$ cat config.mk
export PLATFORM = sky130hd
export DESIGN_NAME = ascii_fixed_decimal_command_parser_unit
export DESIGN_NICKNAME = d
export VERILOG_FILES = /design/src/afdcp_pkg.sv /design/src/afdcp_value.sv /design/src/ascii_fixed_decimal_command_parser_unit.sv
export SDC_FILE = /design/constraint.sdc
export NUM_CORES = 1
export LEC_CHECK = 0
export ABC_AREA = 1
export BUFFER_PORTS_ARGS = -buffer_cell sky130_fd_sc_hd__buf_2
export CORE_MARGIN = 10
export CORE_UTILIZATION = 50
export CTS_BUF_LIST = sky130_fd_sc_hd__clkbuf_8
export CTS_CLUSTER_DIAMETER = 60
export CTS_CLUSTER_SIZE = 40
export DETAILED_ROUTE_END_ITERATION = 10
export PLACE_DENSITY = 0.66
export SKIP_CTS_REPAIR_TIMING = 1
export SLEW_MARGIN = 10
export SYNTH_ARGS = -nofsm -noshare
export SYNTH_HDL_FRONTEND = slang
export SYNTH_SLANG_ARGS = --single-unit
$ cat constraint.sdc
create_clock -name clk -period 21.3 [get_ports clk]
set_input_delay 1.065 -clock clk [delete_from_list [all_inputs] [get_ports clk]]
set_output_delay 1.065 -clock clk [all_outputs]
set_load 0.02 [all_outputs]
$ cat src/afdcp_pkg.sv
package afdcp_pkg;

  // Message length limit and the byte counter that can hold it
  localparam int MaxMessage = 256;
  localparam int CountW     = $clog2(MaxMessage + 1);

  localparam int ByteW   = 8;
  localparam int WinLen  = 6;
  localparam int LenW    = 3;
  localparam int ValW    = 23;
  localparam int DigitW  = 9;

  localparam logic [LenW-1:0] LenMax = 3'd7;

  localparam logic [ByteW-1:0] ChEquals = 8'h3D;
  localparam logic [ByteW-1:0] ChBang   = 8'h21;
  localparam logic [ByteW-1:0] ChMinus  = 8'h2D;
  localparam logic signed [DigitW-1:0] DigitBase = 9'sd48;

  localparam logic [15:0] KeyReset = 16'h5331;

  // Index 0 holds the newest character
  typedef logic [WinLen-1:0][ByteW-1:0] window_t;

  typedef struct packed {
    window_t         win;
    logic [LenW-1:0] len;
    logic            neg;
  } field_t;

endpackage

$ cat src/afdcp_value.sv
module afdcp_value import afdcp_pkg::*; (
  input  field_t                 field,
  output logic signed [ValW-1:0] value,
  output logic                   len_ok
);

  logic signed [DigitW-1:0] d1, d2, d4, d5, d6;
  logic signed [ValW-1:0]   e1, e2, e4, e5, e6;
  logic signed [ValW-1:0]   mag;

  // Character third from the end is the point and never enters the sum
  assign d1 = $signed({1'b0, field.win[0]}) - DigitBase;
  assign d2 = $signed({1'b0, field.win[1]}) - DigitBase;
  assign d4 = $signed({1'b0, field.win[3]}) - DigitBase;
  assign d5 = $signed({1'b0, field.win[4]}) - DigitBase;
  assign d6 = $signed({1'b0, field.win[5]}) - DigitBase;

  assign e1 = ValW'(d1);
  assign e2 = ValW'(d2);
  assign e4 = ValW'(d4);
  assign e5 = ValW'(d5);
  assign e6 = ValW'(d6);

  always_comb begin
    mag    = '0;
    len_ok = 1'b0;
    unique case (field.len)
      3'd4: begin
        mag    = e4 * 23'sd100 + e2 * 23'sd10 + e1;
        len_ok = 1'b1;
      end
      3'd5: begin
        mag    = e5 * 23'sd1000 + e4 * 23'sd100 + e2 * 23'sd10 + e1;
        len_ok = 1'b1;
      end
      3'd6: begin
        mag    = e6 * 23'sd10000 + e5 * 23'sd1000 + e4 * 23'sd100 + e2 * 23'sd10 + e1;
        len_ok = 1'b1;
      end
      default: begin
        mag    = '0;
        len_ok = 1'b0;
      end
    endcase
  end

  assign value = field.neg ? -mag : mag;

endmodule

$ cat src/ascii_fixed_decimal_command_parser_unit.sv
// Tuning-message parser: one message byte per request, result on '!'.
// A '!' request passes the input register and then the result register; the two decouple sides.
// Throughput: one byte per cycle while results are being taken.
// Reset (rst_n low, synchronous): field and key state cleared, key_word to "S1",
// both pipeline valids dropped.
module ascii_fixed_decimal_command_parser_unit import afdcp_pkg::*; (
  input  logic                   clk,
  input  logic                   rst_n,
  // configuration
  input  logic                   cfg_we,
  input  logic [15:0]            cfg_wdata,
  // byte requests
  input  logic                   in_valid,
  output logic                   in_ready,
  input  logic [ByteW-1:0]       in_byte_in,
  input  logic                   in_first,
  // results
  output logic                   out_valid,
  input  logic                   out_ready,
  output logic signed [ValW-1:0] out_value_hundredths,
  output logic                   out_key_matches,
  output logic                   out_length_ok
);

  logic [15:0] key_word_r;

  // Input register stage
  logic             in_vld_r;
  logic [ByteW-1:0] byte_r;
  logic             first_r;

  // Parser state
  field_t            field_r, field_nxt;
  logic              after_eq_r, after_eq_nxt;
  logic [1:0]        key_pos_r, key_pos_nxt;
  logic              key_ok_r, key_ok_nxt;
  logic [CountW-1:0] count_r, count_nxt;
  logic              fin_r, fin_nxt;

  // State as seen once a first marker has been applied
  field_t            field_c;
  logic              after_eq_c;
  logic [1:0]        key_pos_c;
  logic              key_ok_c;
  logic [CountW-1:0] count_c;
  logic              fin_c;

  logic              advance;
  logic              proc;
  logic              emit;
  logic [ByteW-1:0]  key_byte;

  logic signed [ValW-1:0] value;
  logic                   len_ok;

  // Result register
  logic                   out_vld_r;
  logic signed [ValW-1:0] out_val_r;
  logic                   out_key_r;
  logic                   out_len_r;

  // Advance the byte stage whenever the result slot is free or being emptied
  assign advance  = !out_vld_r || out_ready;
  assign in_ready = !in_vld_r || advance;
  assign proc     = in_vld_r && advance;

  always_ff @(posedge clk) begin
    if (!rst_n) begin
      key_word_r <= KeyReset;
    end else if (cfg_we) begin
      key_word_r <= cfg_wdata;
    end
  end

  always_ff @(posedge clk) begin
    if (!rst_n) begin
      in_vld_r <= 1'b0;
    end else if (in_ready) begin
      in_vld_r <= in_valid;
    end
  end

  always_ff @(posedge clk) begin
    if (in_ready && in_valid) begin
      byte_r  <= in_byte_in;
      first_r <= in_first;
    end
  end

  // First marker: clear the message and mark the field start
  always_comb begin
    field_c    = field_r;
    after_eq_c = after_eq_r;
    key_pos_c  = key_pos_r;
    key_ok_c   = key_ok_r;
    count_c    = count_r;
    fin_c      = fin_r;
    if (first_r) begin
      field_c    = '0;
      after_eq_c = 1'b1;
      key_pos_c  = 2'd0;
      key_ok_c   = 1'b1;
      count_c    = '0;
      fin_c      = 1'b0;
    end
  end

  assign key_byte = (key_pos_c == 2'd0) ? key_word_r[15:8] : key_word_r[7:0];

  // Byte handling: key check, terminator, field restart, sign, shift in
  always_comb begin
    field_nxt    = field_c;
    after_eq_nxt = after_eq_c;
    key_pos_nxt  = key_pos_c;
    key_ok_nxt   = key_ok_c;
    count_nxt    = count_c;
    fin_nxt      = fin_c;
    emit         = 1'b0;
    if (!fin_c && (count_c < CountW'(MaxMessage))) begin
      count_nxt = count_c + 1'b1;
      if (key_pos_c < 2'd2) begin
        if (byte_r != key_byte) begin
          key_ok_nxt = 1'b0;
        end
        key_pos_nxt = key_pos_c + 1'b1;
      end
      if (byte_r == ChBang) begin
        emit    = 1'b1;
        fin_nxt = 1'b1;
      end else if (byte_r == ChEquals) begin
        field_nxt    = '0;
        after_eq_nxt = 1'b1;
      end else if (after_eq_c && (byte_r == ChMinus)) begin
        field_nxt.neg = 1'b1;
        after_eq_nxt  = 1'b0;
      end else begin
        after_eq_nxt  = 1'b0;
        field_nxt.win = {field_c.win[WinLen-2:0], byte_r};
        if (field_c.len != LenMax) begin
          field_nxt.len = field_c.len + 1'b1;
        end
      end
    end
  end

  afdcp_value u_value (
    .field  (field_c),
    .value  (value),
    .len_ok (len_ok)
  );

  always_ff @(posedge clk) begin
    if (!rst_n) begin
      field_r    <= '0;
      after_eq_r <= 1'b0;
      key_pos_r  <= 2'd0;
      key_ok_r   <= 1'b1;
      count_r    <= '0;
      fin_r      <= 1'b0;
    end else if (proc) begin
      field_r    <= field_nxt;
      after_eq_r <= after_eq_nxt;
      key_pos_r  <= key_pos_nxt;
      key_ok_r   <= key_ok_nxt;
      count_r    <= count_nxt;
      fin_r      <= fin_nxt;
    end
  end

  // Hold the result until taken; load a new one only on a terminator
  always_ff @(posedge clk) begin
    if (!rst_n) begin
      out_vld_r <= 1'b0;
    end else if (advance) begin
      out_vld_r <= proc && emit;
    end
  end

  always_ff @(posedge clk) begin
    if (proc && emit) begin
      out_val_r <= value;
      out_key_r <= key_ok_nxt && (key_pos_nxt == 2'd2);
      out_len_r <= len_ok;
    end
  end

  assign out_valid            = out_vld_r;
  assign out_value_hundredths = out_val_r;
  assign out_key_matches      = out_key_r;
  assign out_length_ok        = out_len_r;

endmodule

==> impl_metrics.json <==
{
  "antenna_found_initial": 0,
  "cts_root_buf": "clkbuf_8",
  "min_period_ns": 9.32,
  "diodes": 0,
  "synth_flop_cell": "dfxtp_1",
  "die_y_um": 204,
  "clock_latency_ns": 0.47,
  "setup_viol_count_final": 0,
  "status": "finished clean",
  "drt_iter0_drc": 862,
  "start_util_pct": 50.6,
  "core-area_sq_mm": 0.0335,
  "syn_to_final_growth_pct": 6.65,
  "hold_ws_ns": 0.472,
  "synthArstFlopShare_pct": 0,
  "synth_edf_count": 34,
  "fp-row-count": 67,
  "first_pass_iters": 8,
  "ys_seq_area_share_pct": 15.9,
  "worst_pin_slew_ns": 0.975,
  "synthesis.nets": 2706,
  "cts_inserted_buffers": 17,
  "cpMostUsedCell": "nand2_1",
  "portBuffers": 56,
  "die_x_um": 204,
  "path_buf_inv": 10,
  "ys_ff_latch": 118,
  "rsz0062_at_grt": "false",
  "numClockSinks": 118,
  "slowest_delay_ns": 0.58,
  "syn_avg_cell_area_sq_um": 7.31,
  "cp_data_required_time_ns": 21.52,
  "via_per_inst": 5.29,
  "placed_area_sq_mm": 0.0177,
  "place_congestion": 0.981,
  "hold_class": "reg -> reg",
  "crit_slowest_cell": "fa_1",
  "dp.cells": 2787,
  "synthCells": 2321,
  "drtAntennaViolNets": 0,
  "cts.clk_slew.worst_paths_ns": 0.08,
  "synth_cell_types": 52,
  "grt_pass1_wl_um": 75600,
  "die_area_sq_mm": 0.0417,
  "cp_top_family": "adder cells",
  "drv_slew": 0,
  "max_slew_margin_pct": 34.7,
  "hold_viol_final": 0,
  "wl_um": 46300,
  "wl_per_cell_um": 16.4,
  "critical_path.max_fanout": 49,
  "overflow": 0,
  "hpwlAfterDp_um": 38200,
  "drcViolationCount": 0,
  "clock_path_buffers": 2,
  "grt_max_degree": 83,
  "fin_cells": 2819,
  "grtUsageTotal_pct": 22.4,
  "tns_ns": 0,
  "fmax_ghz": 0.107,
  "drive_above_1_share_pct": 7.21,
  "synth_area_sq_mm": 0.0170,
  "ios": 57,
  "cap_violations": 0,
  "finish.instance_area_sq_mm": 0.0181,
  "yosysWarningCount": 0,
  "htree_levels": 4,
  "cts_tree": "yes",
  "end_kind": "flop",
  "post-route-period-util_pct": 43.8,
  "cp-start-kind": "flop",
  "layout.nets": 2743,
  "cp_data_arrival_time_ns": 9.54,
  "worstSetupPathType": "reg -> reg",
  "fin_skew_ns": 0.0191,
  "grt_pass1_vias": 14661,
  "via_count": 14911
}
[final cells by class]
cell class	count	area, sq um
fill	3252	15400
multi-input combinational	1658	12200
sequential	118	2700
inverter	494	1850
tap	448	561
timing repair buffer	69	378
clock buffer	17	234
clock inverter	15	183
[cell families (layout without fill, tap and decap cells)]
logic type | count (synthesis) | count (layout) | synth area share (%)
buffers and inverters | 545 | 595 | 12.3
other | 1 | 1 | 0.0221
AOI/OAI and AO/OA | 323 | 323 | 11.2
xor gates and xnor gates | 79 | 79 | 4.24
DFF | 118 | 118 | 15.9
and+or+nand+nor | 900 | 900 | 23.0
adders and majority gates | 355 | 355 | 33.2
[worst reg2reg max path: cells and delay by family, from the launching register on]
family / cells / cell delay [ns]
adder cells (fa/ha/maj): 8 / 3.74
buffers and inverters: 10 / 1.14
flip-flops: 1 / 0.37
AND/OR/NAND/NOR: 20 / 2.29
AO/OA/AOI/OAI: 6 / 0.82
XOR/XNOR: 2 / 0.72
[placed cells by master (no fill, tap or decap), drive strengths merged, types with 6 or more instances in the layout]
cell type / n
nand3: 135
a31oi: 18
or2: 6
o21ai: 79
dfxtp: 84
nand2: 502
nor2: 190
nand4: 21
and2: 8
fa: 159
nor3: 22
a21oi: 143
edfxtp: 34
a221oi: 38
xor2: 52
inv: 501
xnor2: 25
nand3b: 12
o21bai: 14
clkbuf: 17
o211ai: 15
ha: 196
buf: 69
[cells in the mapped netlist (3+ instances only)]
master	count	area share (%)
buf_1	5	0.11
xor2_1	52	2.7
o221ai_1	5	0.26
nor2_4	7	0.46
ha_1	196	14
o211ai_1	15	0.66
fa_1	159	19
nand4_1	20	0.74
nand2_2	11	0.41
nor2_2	15	0.55
or2_2	3	0.11
o21bai_1	14	0.62
xnor2_1	25	1.3
dfxtp_1	84	9.9
a31oi_1	18	0.66
o21ai_0	70	2.1
inv_1	471	10
nand3_1	130	3.8
nor4_1	3	0.11
o31ai_1	3	0.13
and2_1	8	0.30
edfxtp_1	34	6.0
nand2_1	489	11
nand3_2	5	0.30
o21ai_1	8	0.24
a21oi_1	143	4.2
inv_2	21	0.46
buf_6	3	0.20
buf_2	12	0.35
a221oi_1	38	2.0
clkbuf_1	30	0.66
nand3b_1	12	0.53
nor2_1	168	3.7
nor3_1	20	0.59
[path summary, 6_finish.rpt]
check,slack (ns),cells after the start,from,end
setup / recovery,11.98,46,first_r,out_value_hundredths[22]
hold / removal,0.47,2,key_word_r[14],key_word_r[14]
setup reg to reg,11.98,46,first_r,out_value_hundredths[22]
hold reg to reg,0.47,2,key_word_r[14],key_word_r[14]
[per-layer routing]
layer	wire length (um)	global-route usage, %	vias up
met5	0	0	-
met4	779	4.76	0
met3	2300	2.41	39
met2	21800	37.6	355
met1	21400	30.4	7069
li1	-	-	7448
[metrics by stage]
stage               worst slack, ns  util (%)
floorplan                     13.14         -
global placement              12.17      52.7
detailed placement            12.04      52.7
CTS                           12.01      53.9
global route                  11.21      53.9
finish                        11.98      53.9
[state kept, by name, summed over array words and instances, names as in the netlist]
| signal | flops |
|---|---|
| field_r | 52 |
| out_value_hundredths | 23 |
| key_word_r | 16 |
| count_r | 9 |
| byte_r | 8 |
| key_pos_r | 2 |
| after_eq_r | 1 |
| fin_r | 1 |
| first_r | 1 |
| in_vld_r | 1 |
| key_ok_r | 1 |
| out_key_matches | 1 |
| out_length_ok | 1 |
| out_valid | 1 |
Power is not shown: default switching activity piles up to over one toggle a cycle in this logic, so the estimate is an artifact.
